[config.mk]
export PLATFORM = sky130hd
export DESIGN_NAME = sphc_queue
export DESIGN_NICKNAME = d
export VERILOG_FILES = /design/src/hw/rtl/sphc_queue.sv
export SDC_FILE = /design/constraint.sdc
export NUM_CORES = 1
export LEC_CHECK = 0
export ABC_AREA = 1
export BUFFER_PORTS_ARGS = -buffer_cell sky130_fd_sc_hd__buf_4
export CAP_MARGIN = 20
export CORE_MARGIN = 3
export CORE_UTILIZATION = 30
export CTS_BUF_LIST = sky130_fd_sc_hd__clkbuf_16
export CTS_CLUSTER_DIAMETER = 120
export DETAILED_ROUTE_END_ITERATION = 16
export PLACE_DENSITY = 0.46
export SKIP_LAST_GASP = 1
export SLEW_MARGIN = 25
export SYNTH_ARGS = -nofsm -noshare
export SYNTH_HDL_FRONTEND = slang
export SYNTH_SLANG_ARGS = --single-unit
export TNS_END_PERCENT = 5
[constraint.sdc]
create_clock -name clk_i -period 1.9 [get_ports clk_i]
set_input_delay 0.19 -clock clk_i [delete_from_list [all_inputs] [get_ports clk_i]]
set_output_delay 0.19 -clock clk_i [all_outputs]
set_load 0.01 [all_outputs]
[src/hw/rtl/sphc_queue.sv]
// Small first-in first-out queue between the front and the back.
`timescale 1ns / 1ps

module sphc_queue #(
  parameter int unsigned W     = 8,
  parameter int unsigned DEPTH = 4
) (
  input  logic         clk_i,
  input  logic         rst_ni,
  input  logic         push_i,
  input  logic [W-1:0] data_i,
  output logic         full_o,
  input  logic         pop_i,
  output logic [W-1:0] data_o,
  output logic         empty_o
);
  localparam int unsigned AW = (DEPTH > 1) ? $clog2(DEPTH) : 1;

  logic [W-1:0]  mem_q [DEPTH];
  logic [AW-1:0] wr_q, wr_d, rd_q, rd_d;
  logic [AW:0]   cnt_q, cnt_d;
  logic          push_ok, pop_ok;

  assign full_o  = (cnt_q == (AW+1)'(DEPTH));
  assign empty_o = (cnt_q == '0);
  assign push_ok = push_i && !full_o;
  assign pop_ok  = pop_i && !empty_o;
  assign data_o  = mem_q[rd_q];

  always_comb begin
    wr_d  = wr_q;
    rd_d  = rd_q;
    cnt_d = cnt_q;
    if (push_ok) begin
      wr_d = (wr_q == AW'(DEPTH-1)) ? '0 : wr_q + 1'b1;
    end
    if (pop_ok) begin
      rd_d = (rd_q == AW'(DEPTH-1)) ? '0 : rd_q + 1'b1;
    end
    if (push_ok && !pop_ok) begin
      cnt_d = cnt_q + 1'b1;
    end else if (pop_ok && !push_ok) begin
      cnt_d = cnt_q - 1'b1;
    end
  end

  always_ff @(posedge clk_i or negedge rst_ni) begin
    if (!rst_ni) begin
      wr_q  <= '0;
      rd_q  <= '0;
      cnt_q <= '0;
    end else begin
      wr_q  <= wr_d;
      rd_q  <= rd_d;
      cnt_q <= cnt_d;
    end
  end

  always_ff @(posedge clk_i) begin
    if (push_ok) begin
      mem_q[wr_q] <= data_i;
    end
  end

endmodule

==> results of run 1 <==
worst register-to-register path, stage by stage (launching register included):
cell and delay [ns]:
sky130_fd_sc_hd__dfrtp_1 0.42, sky130_fd_sc_hd__inv_2 0.09, sky130_fd_sc_hd__nand3_2 0.13, sky130_fd_sc_hd__nand2_2 0.11
sky130_fd_sc_hd__ha_1 0.17, sky130_fd_sc_hd__inv_1 0.07, sky130_fd_sc_hd__fa_1 0.38, sky130_fd_sc_hd__nand2_1 0.12
sky130_fd_sc_hd__nand3_1 0.09, sky130_fd_sc_hd__nand2_1 0.06, sky130_fd_sc_hd__nand2_1 0.04
per-layer routing:
layer  vias to the layer above  wire [um]  global-route usage, %
met4                         0         23                   3.92
met5                         -          0                      0
met3                         2        106                   3.25
li1                        568          -                      -
met2                        15       1700                   18.8
met1                       529       1390                   11.2
cells by family after synthesis:
kind of cell	count (synthesis)	synth area share [%]
and+or+nand+nor	53	12.1
xor gates and xnor gates	1	0.498
buffers and inverters	37	10.0
adders and majority gates	7	5.41
DFF	39	64.6
AOI/OAI and AO/OA	17	7.40
flip-flops by register name, indices dropped and copies added, names as in the netlist:
| signal | count |
|---|---|
| cnt_q | 3 |
| mem_q | 32 |
| rd_q | 2 |
| wr_q | 2 |
worst min path at each step:
| stage | to | slack, ns | cells past startpoint |
|---|---|---|---|
| floorplan | cnt_q[0] | -0.11 | 0 |
| global placement | wr_q[0] | 0.01 | 1 |
| detailed placement | wr_q[1] | 0.01 | 1 |
| CTS | mem_q[3][3] | 0.11 | 1 |
| global route | mem_q[2][4] | 0.11 | 1 |
| finish | mem_q[3][3] | 0.12 | 1 |
where the power goes:
group          internal [mW]  switching (mW)
Sequential              1.15          0.0979
Clock                  0.473           0.286
Combinational          0.543           0.763
placed cells by master, fill, tap and decap left out:
cell	netlist	routed
sky130_fd_sc_hd__fa_1	1	1
sky130_fd_sc_hd__dlygate4sd3_1	0	1
sky130_fd_sc_hd__edfxtp_1	32	32
sky130_fd_sc_hd__nor2_1	6	6
sky130_fd_sc_hd__clkinv_2	0	1
sky130_fd_sc_hd__o211ai_1	15	15
sky130_fd_sc_hd__nand3_2	0	2
sky130_fd_sc_hd__nand2_1	38	37
sky130_fd_sc_hd__nand2_2	1	2
sky130_fd_sc_hd__xnor2_1	1	1
sky130_fd_sc_hd__dfrtp_1	7	6
sky130_fd_sc_hd__buf_4	0	28
sky130_fd_sc_hd__nand4_1	1	1
sky130_fd_sc_hd__dfrtp_2	0	1
sky130_fd_sc_hd__ha_1	6	6
sky130_fd_sc_hd__o21ai_0	1	1
sky130_fd_sc_hd__inv_1	31	31
sky130_fd_sc_hd__nand3_1	7	5
sky130_fd_sc_hd__inv_2	1	3
sky130_fd_sc_hd__clkbuf_16	0	5
sky130_fd_sc_hd__o211ai_2	1	1
final cells by class:
class                           count  area, um2  area share (%)
Sequential cell                    39       1140            52.5
Multi-Input combinational cell     78        459            21.2
Timing Repair Buffer               29        220            10.2
Clock buffer                        5        125            5.78
Inverter                           32        120            5.55
Tap cell                           72       90.1            4.16
Clock inverter                      3       12.5           0.578
repair_timing:
action	4_1_cts	5_1_grt
setup endpoints to repair	0	2
hold buffers	1	0
hold endpoints to repair	7	0
gates resized for setup	0	6
==> results by stage, run 1 <==
Die:
- Pin placement for this block handled 22 I/O pins.
- The die covers between 6000 and 7000 um2.
- The initial core utilization is 31.6%.
- The number of cell rows is 27.
- After floorplanning, the core was sized to cover 5570 um2.
- The floorplan step set the die width to between 80 and 90 um.
- From bottom edge to top edge, the die measures 82.6 um.

Hold path:
- The worst hold path belongs to the class input pin to register.
- The beginning of the worst hold path is data_i[3].

Setup path:
- The most critical setup path has its endpoint at cnt_q[2].
- The category of the critical setup timing path is register to register.
- The cell family contributing the most delay on the critical path is simple AND/OR/NAND/NOR gates.
- By instance count, the cell type seen most on the critical path is sky130_fd_sc_hd__nand2_1.
- The delay contributed by the slowest stage of the critical path is between 0.4 and 0.5 ns.
- The critical path goes through inv_2 > nand3_2 > nand2_2 > ha_1 > inv_1 > fa_1 > nand2_1 > nand3_1 > nand2_1 > nand2_1.
- The worst endpoint data arrival time is roughly 2.0 ns.
- STA classifies the critical path startpoint as a register.
- STA puts the critical path data required time at 2.07 ns.
- The buffers plus inverters on the worst setup path is 2.
- STA classifies the critical path endpoint as a register.
- The launching element of the worst setup path is cnt_q[2].
- The endpoint of the most critical register-to-register path is cnt_q[2].
- Counting buffers and inverters, the worst setup path is 10 cells deep.
- In this run the worst path has a maximum fanout of 4.
- The slack of the worst reg-to-reg path is 0.10 ns.
- The slowest stage of the critical path is the sky130_fd_sc_hd__dfrtp_1 cell.
- The worst reg2reg path depth is 10.
- The startpoint of the worst-slack reg-to-reg timing path is cnt_q[2].

STA:
- The count of endpoints failing hold in the final timing report was 0.
- The number of max-slew violations in the final report is 0.
- The worst setup slack after layout is 0.102 ns.
- Measured against its own limit, the worst slew margin works out to 77.4%.
- On the final layout, the worst clock skew is approximately 0.003 ns.
- The total negative slack for setup checks is 0 ns.
- The maximum frequency from static timing analysis is between 500 and 600 MHz.
- The worst hold-check slack is 0.116 ns.
- Subtracting the final worst setup slack from the clock period gives 1.80 ns.
- For the pin with the worst max-slew slack, the measured transition is 0.339 ns.
- The final critical path takes up 94.6% of the cycle.
- Setup violations remaining at the end of the flow were counted as 0.

Synthesis:
- In this run the cell area of the synthesized design comes to 1760 um2.
- Each instance of the synthesized netlist takes up on average ~11 um2.
- The sequential area share after synthesis is 64.6%.
- The post-synthesis cell type with the largest combined area is sky130_fd_sc_hd__edfxtp_1.
- Counting every net in the synthesized netlist gives 173.
- The most frequent cell after synthesis is sky130_fd_sc_hd__nand2_1.
- Among all flip-flop cells after synthesis, the most frequent one is sky130_fd_sc_hd__edfxtp_1.
- Ranked by instance count, the synthesized netlist is headed by sky130_fd_sc_hd__nand2_1 (38), sky130_fd_sc_hd__edfxtp_1 (32), sky130_fd_sc_hd__inv_1 (31), sky130_fd_sc_hd__o211ai_1 (15).
- The register bit count reported by yosys is 39.
- The count of warnings emitted by yosys is 0.
- The number of unique standard cell types used by synthesis is 16.
- Of the post-synthesis cell area, the dominant cell type holds 54.6%.
- Yosys mapped a number of flops with a built-in enable equal to 32.
- The fraction of registers with async set/reset is 17.9%.
- After synthesis, the cell types taking the most area are sky130_fd_sc_hd__edfxtp_1 (55%), sky130_fd_sc_hd__dfrtp_1 (10%), sky130_fd_sc_hd__nand2_1 (8.1%), sky130_fd_sc_hd__inv_1 (6.6%), sky130_fd_sc_hd__o211ai_1 (6.4%).
- The number of instances in the synthesized netlist is 154.

Routing:
- In the routed design, unresolved DRC markers number 0.
- The number of search-and-repair iterations in the first detailed-routing pass is 4.
- After detailed routing, the number of vias per cell comes to 4.32.
- The number of nets still failing antenna checks after routing is 0.
- Detailed routing inserted a total of 1114 vias.
- The per-cell routed wire length is 12.5 um.
- After detailed routing, the total wire length is 3220 um.
- In this run, the number of DRC markers left after iteration 0 of detailed routing was 48.

Layout:
- The area growth from synthesis to final layout is 23.0%.
- The utilization after layout is about two fifths.
- The number of filler cells placed in the layout is 545.
- Leaving out filler cells and counting taps, the final layout contains 258.
- Of the cells placed in the final design, the portion with a size suffix greater than 1 is a little under a quarter.
- The final layout contains 204 nets.
- 0 antenna diodes ended up in the layout.
- The final design instance area without fill is 2160 um2.

Pwr:
- In this run the static leakage power is 0.963 nW.
- In this run the power density over the cells is 1530 nW/um2.
- The maximum vdd drop is between 0.5 and 0.6 mV.
- The power consumption is 3.32 mW.

Clocking:
- The sink count of the clock tree is 39.
- The TritonCTS buffer count is 5.
- The tree is rooted in a sky130_fd_sc_hd__clkbuf_16.
- The clock-pin slew of the registers on the worst-case setup and hold paths is 0.05 ns.
- TritonCTS built the clock tree.
- In this run the deepest clock path goes through 2 buffers.
- The H-tree was split into 2 levels.
- Post-CTS timing repair inserted 0 buffers for setup.
- The later pin in the worst-skew pair is clocked with a latency of roughly 0.27 ns.

Placement:
- Buffers placed on the I/O ports in this run total 21.
- The detailed placement HPWL is 2160 um.
- OpenSTA, run right after detailed placement, puts the worst setup slack at 0.0400 ns.
- The weighted congestion reported at the end of routability-driven placement is 0.855.
- The post-place instance area is 2000 um2.
- The number of placed instances, taps included is 249.

Global routing:
- The initial antenna violation count came to 0.
- The overflow left after global routing is 0.
- The number of global-route vias before repair is around 1100.
- The first global-routing pass estimated 5040 um of wire.
- Across every metal layer, demand over resource in global routing totals 10.4%.
- Entering global routing, the biggest net connects 36 pins.

Job:
- The count of maximum capacitance violations is 0.

Outcome:
- The flow ran to the end, and the final reports show no timing, DRC or antenna violations.
Note: power is estimated with default switching activity, not from simulation.
==> run 2, diff against run 1 <==
--- a/config.mk
+++ b/config.mk
@@ -9,11 +9,13 @@
 export BUFFER_PORTS_ARGS = -buffer_cell sky130_fd_sc_hd__buf_4
 export CAP_MARGIN = 20
 export CORE_MARGIN = 3
-export CORE_UTILIZATION = 30
+export CORE_UTILIZATION = 45
 export CTS_BUF_LIST = sky130_fd_sc_hd__clkbuf_16
 export CTS_CLUSTER_DIAMETER = 120
 export DETAILED_ROUTE_END_ITERATION = 16
-export PLACE_DENSITY = 0.46
+export GPL_TIMING_DRIVEN = 0
+export PLACE_DENSITY = 0.63
+export RECOVER_POWER = 50
 export SKIP_LAST_GASP = 1
 export SLEW_MARGIN = 25
 export SYNTH_ARGS = -nofsm -noshare
==> run 2 against run 1 <==
Effect of this change: sequential share of layout area is 0.31 points higher; sequential power is essentially flat; fmax increased by 0.99%; global-route usage rose by 6.2 points; wire length grew 2.0%; via count up 4.0%; largest cell class unchanged; first-iteration DRC count increased by 73%; clock power increased by 5.5%; worst hold slack better by 0.045 ns; final cell count fell by 8.9%; critical endpoint is now cnt_q[1]; flip-flop and latch count stayed put; critical path type unchanged; clock skew grew 0.0024 ns.
==> results by stage, run 2 (synthesized netlist as in run 1, its figures left out) <==
Outcome:
- The run finished with clean final reports.

Setup path:
- The worst endpoint data arrival time is approximately 1.9 ns.
- The launching element of the worst setup path is cnt_q[0].
- The worst register-to-register path begins at cnt_q[0].
- In this run the critical register-to-register path is captured at cnt_q[1].
- The slack of the worst reg-to-reg path is 0.12 ns.
- The worst setup path is of the register to register kind.
- The critical path endpoint category is a register.
- The largest fanout of any net on the critical path is 7.
- The required time reported for the critical path endpoint is 2.05 ns.
- The type of element launching the critical path is a register.
- The worst reg2reg path depth is 9.
- In this run the worst setup path terminates at cnt_q[1].

Layout:
- After the flow finishes, the layout carries non-filler instances totaling 235.
- In the layout the commonest cells are sky130_fd_sc_hd__nand2_1 (36), sky130_fd_sc_hd__edfxtp_1 (32), sky130_fd_sc_hd__inv_1 (29).
- The final net count is approximately 210.
- The layout cell share with drive strength beyond 1 is between 20% and 30%.
- The area growth from synthesis to layout is 22.3%.
- The antenna diode count is 0.
- The leading cell type in the layout, fill and taps excluded is sky130_fd_sc_hd__nand2_1.
- The register with the most flip-flops in the final layout is mem_q.
- The largest registers in the layout are mem_q (32), cnt_q (3).
- The number of flip-flops under the largest register name is 32.
- The utilization after layout is 57.9%.
- The final design instance area without fill is 2150 um2.

Pwr:
- The maximum vdd drop is just under 0.9 mV.
- The power consumption is 3.50 mW.
- The internal power component is 2.26 mW.
- The part of the total power dissipated in combinational logic is roughly 40%.
- The power per unit of standard cell area is around 1600 nW/um2.
- Of the total power, registers draw 35.9%.
- The clock share of power is 22.9%.
- For this design the static power due to leakage is 0.931 nW.
- The net switching share of the total power is 35.4%.
- Summed over all nets, the switching power comes to around 1.2 mW.

Hold path:
- The path category of the worst min-delay check is input pin to register.

Die:
- The floorplan has 22 rows.
- The initial core utilization is 47.3%.
- The placeable core area is about 3700 um2.
- 22 I/O pins were placed.
- The vertical die dimension is 68.5 um.
- The floorplan step set the die width to approximately 69 um.
- The die covers 4700 um2.

Global routing:
- The initial antenna violation count came to 0.
- The first-pass GRT wire length is between 5000 and 6000 um.
- For this run the aggregate overflow at the end of global routing stands at 0.
- Entering global routing, the biggest net connects 14 pins.
- In the global route stage, overall resource usage came out at 16.6%.
- The number of global-route vias before repair is 1130.

STA:
- The final critical-path required period is 1.78 ns.
- Static timing analysis puts the maximum clock frequency at 562 MHz.
- The worst setup slack after layout is between 0.1 and 0.15 ns.
- The final-report setup violation count is 0.
- The count of endpoints failing hold in the final timing report was 0.
- In the final timing run, aggregate negative setup slack is 0 ns.
- The largest clock skew in the final design is 0.00553 ns.
- Dividing the final minimum period by the clock period gives between 90% and 100%.
- The worst max-slew margin expressed relative to the limit is 46.9%.
- The slew of the pin with the lowest slew margin is 0.794 ns.
- The worst hold-check slack is 0.161 ns.
- The number of max-slew violations in the final report is 0.

Placement:
- The number of placed instances, taps included is roughly 220.
- The count of input and output buffers is 21.
- The post-place instance area is 1980 um2.
- After legalization and detailed placement, the total HPWL measured 2200 um.
- Timing analysis after detailed placement gives a worst setup slack of 0.000184 ns.
- The weighted congestion reported at the end of routability-driven placement is slightly above 0.7.

Job:
- Across the run, the number of max-cap violations was 0.

Routing:
- The aggregate routed wire length is 3280 um.
- The per-cell routed wire length is about 14 um.
- The violation count after the first detailed-route iteration is 83.
- The number of nets still failing antenna checks after routing is 0.
- The pre-antenna-repair detailed-routing pass consisted of 4 iterations.
- Summing over every cut layer, the via total after detailed routing is 1159.
- The detailed-route DRC error count is 0.
- The number of vias per cell after detailed routing is 4.93.

Clocking:
- Buffers inserted during clock tree synthesis total 5.
- No sink is reached through more buffers than the 2 on the longest clock path.
- The clock tree from TritonCTS is built.
- The clock latency reported for the late side of the worst-skew pair is about 0.28 ns.
- The tree built by TritonCTS fans out to 39 sinks.
- CTS built an H-tree with a depth of 2.
- The clock-pin slew of the registers on the worst-case setup and hold paths is 0.06 ns.
- The clock tree root driver cell is sky130_fd_sc_hd__clkbuf_16.
## run 2: layout make-up
class	count	area, um2
fill	322	1560
sequential	39	1140
multi-input combinational	78	477
timing repair buffer	25	156
clock buffer	5	125
inverter	32	120
tap	48	60.1
buffer	5	56.3
clock inverter	3	20.0
## run 2: worst max-delay path: stages, from the launching register on
cell and delay, ns:
sky130_fd_sc_hd__dfrtp_1 0.40, sky130_fd_sc_hd__inv_2 0.10, sky130_fd_sc_hd__nand3_4 0.11, sky130_fd_sc_hd__nand2_4 0.11, sky130_fd_sc_hd__inv_1 0.05, sky130_fd_sc_hd__ha_1 0.20
sky130_fd_sc_hd__inv_1 0.11, sky130_fd_sc_hd__fa_2 0.43, sky130_fd_sc_hd__nand2_1 0.07, sky130_fd_sc_hd__o21ai_0 0.08
## run 2: metal layers
layer	track usage, %	share of wire, %	routed length [um]	up-vias
met2	25.7	48	1570	32
met1	19.6	43	1420	552
li1	-	-	-	569
met3	6.16	6.4	209	6
met4	9.68	2.2	73	0
met5	0	0	0	-
## run 2: worst min path at each step
stage,from,endpoint,depth (start not counted)
final,data_i[3],mem_q[0][3],1
after global routing,data_i[2],mem_q[1][2],1
after CTS,data_i[3],mem_q[0][3],1
after detailed placement,rst_ni,wr_q[0],1
after global placement,rst_ni,wr_q[0],1
after floorplan,rst_ni,cnt_q[0],0
## run 2: what timing repair did
action / 4_1_cts / 5_1_grt
hold buffers: 1 / 0
resized for setup: 1 / 9
pin swaps: 0 / 1
hold endpoints to repair: 7 / 0
setup buffers: 0 / 3
endpoints found under the setup margin: 1 / 2
## run 2: power by group through the flow
stage	sequential, mW	combinational (mW)	clock [mW]
6_report	1.26	1.44	0.801
4_1_cts	1.26	1.36	0.812
3_3_place_gp	1.26	1.30	0
5_1_grt	1.28	1.63	0.850
2_1_floorplan	1.25	0.878	0
3_5_place_dp	1.27	1.35	0
==> run 3, diff against run 2 <==
--- a/config.mk
+++ b/config.mk
@@ -14,6 +14,7 @@
 export CTS_CLUSTER_DIAMETER = 120
 export DETAILED_ROUTE_END_ITERATION = 16
 export GPL_TIMING_DRIVEN = 0
+export MAX_ROUTING_LAYER = met4
 export PLACE_DENSITY = 0.63
 export RECOVER_POWER = 50
 export SKIP_LAST_GASP = 1
==> run 3 against run 2 <==
Effect of this change: via count up 0.78%; critical path type unchanged; clock power about the same; register-to-register slack about the same; die area unchanged.
==> results by stage, run 3 (synthesized netlist as in run 1, its figures left out) <==
Routing:
- The detailed router put a total of roughly 1400 um of wire on met1.
- The highest metal layer with signal wires is met4.
- In the routed design, unresolved DRC markers number 0.
- The routed wire length on met2 is around 1600 um.
- The detailed router finished its first iteration with just over 80 violations.
- The number of vias per cell after detailed routing is 4.97.
- The routed wire length on met3 is 230 um.
- The number of search-and-repair iterations in the first detailed-routing pass is 4.
- The per-cell routed wire length is 14.0 um.
- The routed layout has 1168 vias.
- The final layout contains routed wiring with a total length of 3280 um.
- The number of nets still failing antenna checks after routing is 0.

Setup path:
- The type of element launching the critical path is a register.
- The buffers plus inverters on the worst setup path is 3.
- The delay contributed by the slowest stage of the critical path is 0.43 ns.
- The critical path endpoint category is a register.
- Of all nets on the critical path, the largest fanout is 7.
- For this design, the slowest cell found on the critical path is sky130_fd_sc_hd__fa_2.
- For the worst setup path, the data arrival time is about 1.9 ns.
- The critical path in this run is classified as register to register.
- The cell occurring most often along the worst timing path is sky130_fd_sc_hd__inv_1.
- On the critical path the largest part of the delay comes from adder cells.
- STA puts the critical path data required time at 2.05 ns.
- Walking the worst path, the cells encountered are inv_2 > nand3_4 > nand2_4 > inv_1 > ha_1 > inv_1 > fa_2 > nand2_1 > o21ai_0.

Layout:
- In the layout the commonest cells are sky130_fd_sc_hd__nand2_1 (36), sky130_fd_sc_hd__edfxtp_1 (32), sky130_fd_sc_hd__inv_1 (29).
- In the final layout, the registers with the most flip-flops are mem_q (32), cnt_q (3).
- The layout cell share with drive strength beyond 1 is 20.9%.
- The leading cell type in the layout, fill and taps excluded is sky130_fd_sc_hd__nand2_1.
- The number of flip-flops under the largest register name is 32.
- The number of antenna diodes in the final layout is 0.
- The final net count is 205.
- The utilization after layout is 57.9%.
- The largest register by flop count is mem_q.
- The filler cells instantiated in the layout total ~320.
- Compared with the post-synthesis result, the final layout area differs by 22.3%.

Pwr:
- The internal power component is 2.26 mW.
- The static leakage power is 0.931 nW.
- Net switching is 35.4% of the power.
- Summed over all nets, the switching power comes to 1.24 mW.
- Per report_power, the combinational group accounts for 41.1% of the total.
- Power comes to 3.50 mW.
- The worst-case IR drop observed on VDD is 0.894 mV.
- The portion of total power attributed to sequential cells is 35.9%.
- The clock network burns 22.9% of the power.
- For this design the ratio of total power to cell area is about 1600 nW/um2.

STA:
- The maximum frequency from static timing analysis is 562 MHz.
- The count of endpoints failing hold in the final timing report is 0.
- The final-report setup violation count is 0.
- The worst pin sits at a relative slew slack of 47.0%.
- The number of max-slew violations in the final report was 0.
- At the pin with the least slew margin, the transition time is 0.793 ns.
- The tightest hold path in the finished design has a slack of 0.163 ns.
- The clock period could shrink to 1.78 ns.
- The largest clock skew in the final design is slightly above 0.006 ns.
- After layout, the worst path uses approximately 94% of the clock period.

Placement:
- In this run the tool buffered the top-level ports with 21 buffer cells.
- Once detailed placement completed, the half-perimeter wirelength came to 2200 um.
- Routability-driven placement finished with a final weighted congestion of 0.727.

Outcome:
- The flow ran to the end, and the final reports show no timing, DRC or antenna violations.

Global routing:
- The initial antenna violation count is 0.
- The first global-routing pass estimated 5330 um of wire.
- The largest net degree at the start of global routing is 14.
- In the global route stage, overall resource usage came out at 17.0%.
- The overflow left after global routing is 0.
- The number of global-route vias before repair came to 1127.

Clocking:
- The longest clock path from root to sink contains 2 buffers.
- TritonCTS built the clock tree.
- The clock tree root driver cell is sky130_fd_sc_hd__clkbuf_16.
- The H-tree was split into 2 levels.
- Clock-pin slew was measured on the worst setup and hold paths at 0.06 ns.
- The TritonCTS buffer count is 5.
- The clock latency reported for the late side of the worst-skew pair is around 0.28 ns.
- The clock net in this run drives a total of 39 sinks.

Die:
- For this design the top-level I/O count stands at 22.
- The width of the die is just under 70 um.
- The area of the die is 4700 um2.
- The placeable core area is 3720 um2.
- The initial core utilization is 47.3%.
- The number of cell rows is 22.
- The vertical die dimension is 68.5 um.

Hold path:
- The path category of the worst min-delay check is input pin to register.

Job:
- The tool flagged a number of max-cap violations equal to 0.
[run 3: cell counts in the layout (fill, tap and decap cells not counted)]
Identical to the previous run, type by type.
[run 3: metrics by stage]
stage / instance area [um2] / TNS (ns) / setup slack (ns) / std cells
2_1_floorplan: 1760 / 0 / 0.207 / 154
3_3_place_gp: 1980 / 0 / 0.0766 / 223
3_5_place_dp: 1980 / 0 / 0.000184 / 223
4_1_cts: 2140 / 0 / 0.0682 / 232
5_1_grt: 2150 / -0.00291 / -0.00291 / 235
6_report: 2150 / 0 / 0.119 / 235
[run 3: final cells by class]
class,count,area [um2],share of cell area [%]
Multi-Input combinational cell,78,477,22.2
Sequential cell,39,1140,52.8
Buffer,5,56.3,2.62
Inverter,32,120,5.58
Timing Repair Buffer,25,156,7.27
Tap cell,48,60.1,2.79
Clock buffer,5,125,5.81
Clock inverter,3,20.0,0.930
[run 3: power groups by stage]
stage               clock [mW]  sequential, mW  combinational, mW
floorplan                    0            1.25              0.878
global placement             0            1.26               1.30
detailed placement           0            1.27               1.35
CTS                      0.812            1.26               1.36
global route             0.850            1.28               1.63
finish                   0.801            1.26               1.44
[run 3: timing repair]
action,4_1_cts,5_1_grt
setup buffers,0,3
gates resized for setup,1,9
setup endpoints to repair,1,2
hold buffers,1,0
pin swaps,0,1
hold endpoints to repair,7,0
[run 3: final timing paths]
check | start | end | slack [ns] | cells past startpoint
worst max-delay path | cnt_q[0] | cnt_q[1] | 0.12 | 9
worst min-delay path | data_i[3] | mem_q[0][3] | 0.16 | 1
worst max register to register | cnt_q[0] | cnt_q[1] | 0.12 | 9
worst min register to register | cnt_q[2] | cnt_q[2] | 0.55 | 2
max in group asynchronous | rst_ni | cnt_q[2] | 1.24 | 2
min in group asynchronous | rst_ni | wr_q[0] | 0.35 | 2
[run 3: layer usage]
metal,global-route usage (%),up-vias
met5,-,-
met4,9.68,0
met3,6.16,4
met2,25.7,37
met1,19.6,557
li1,-,570
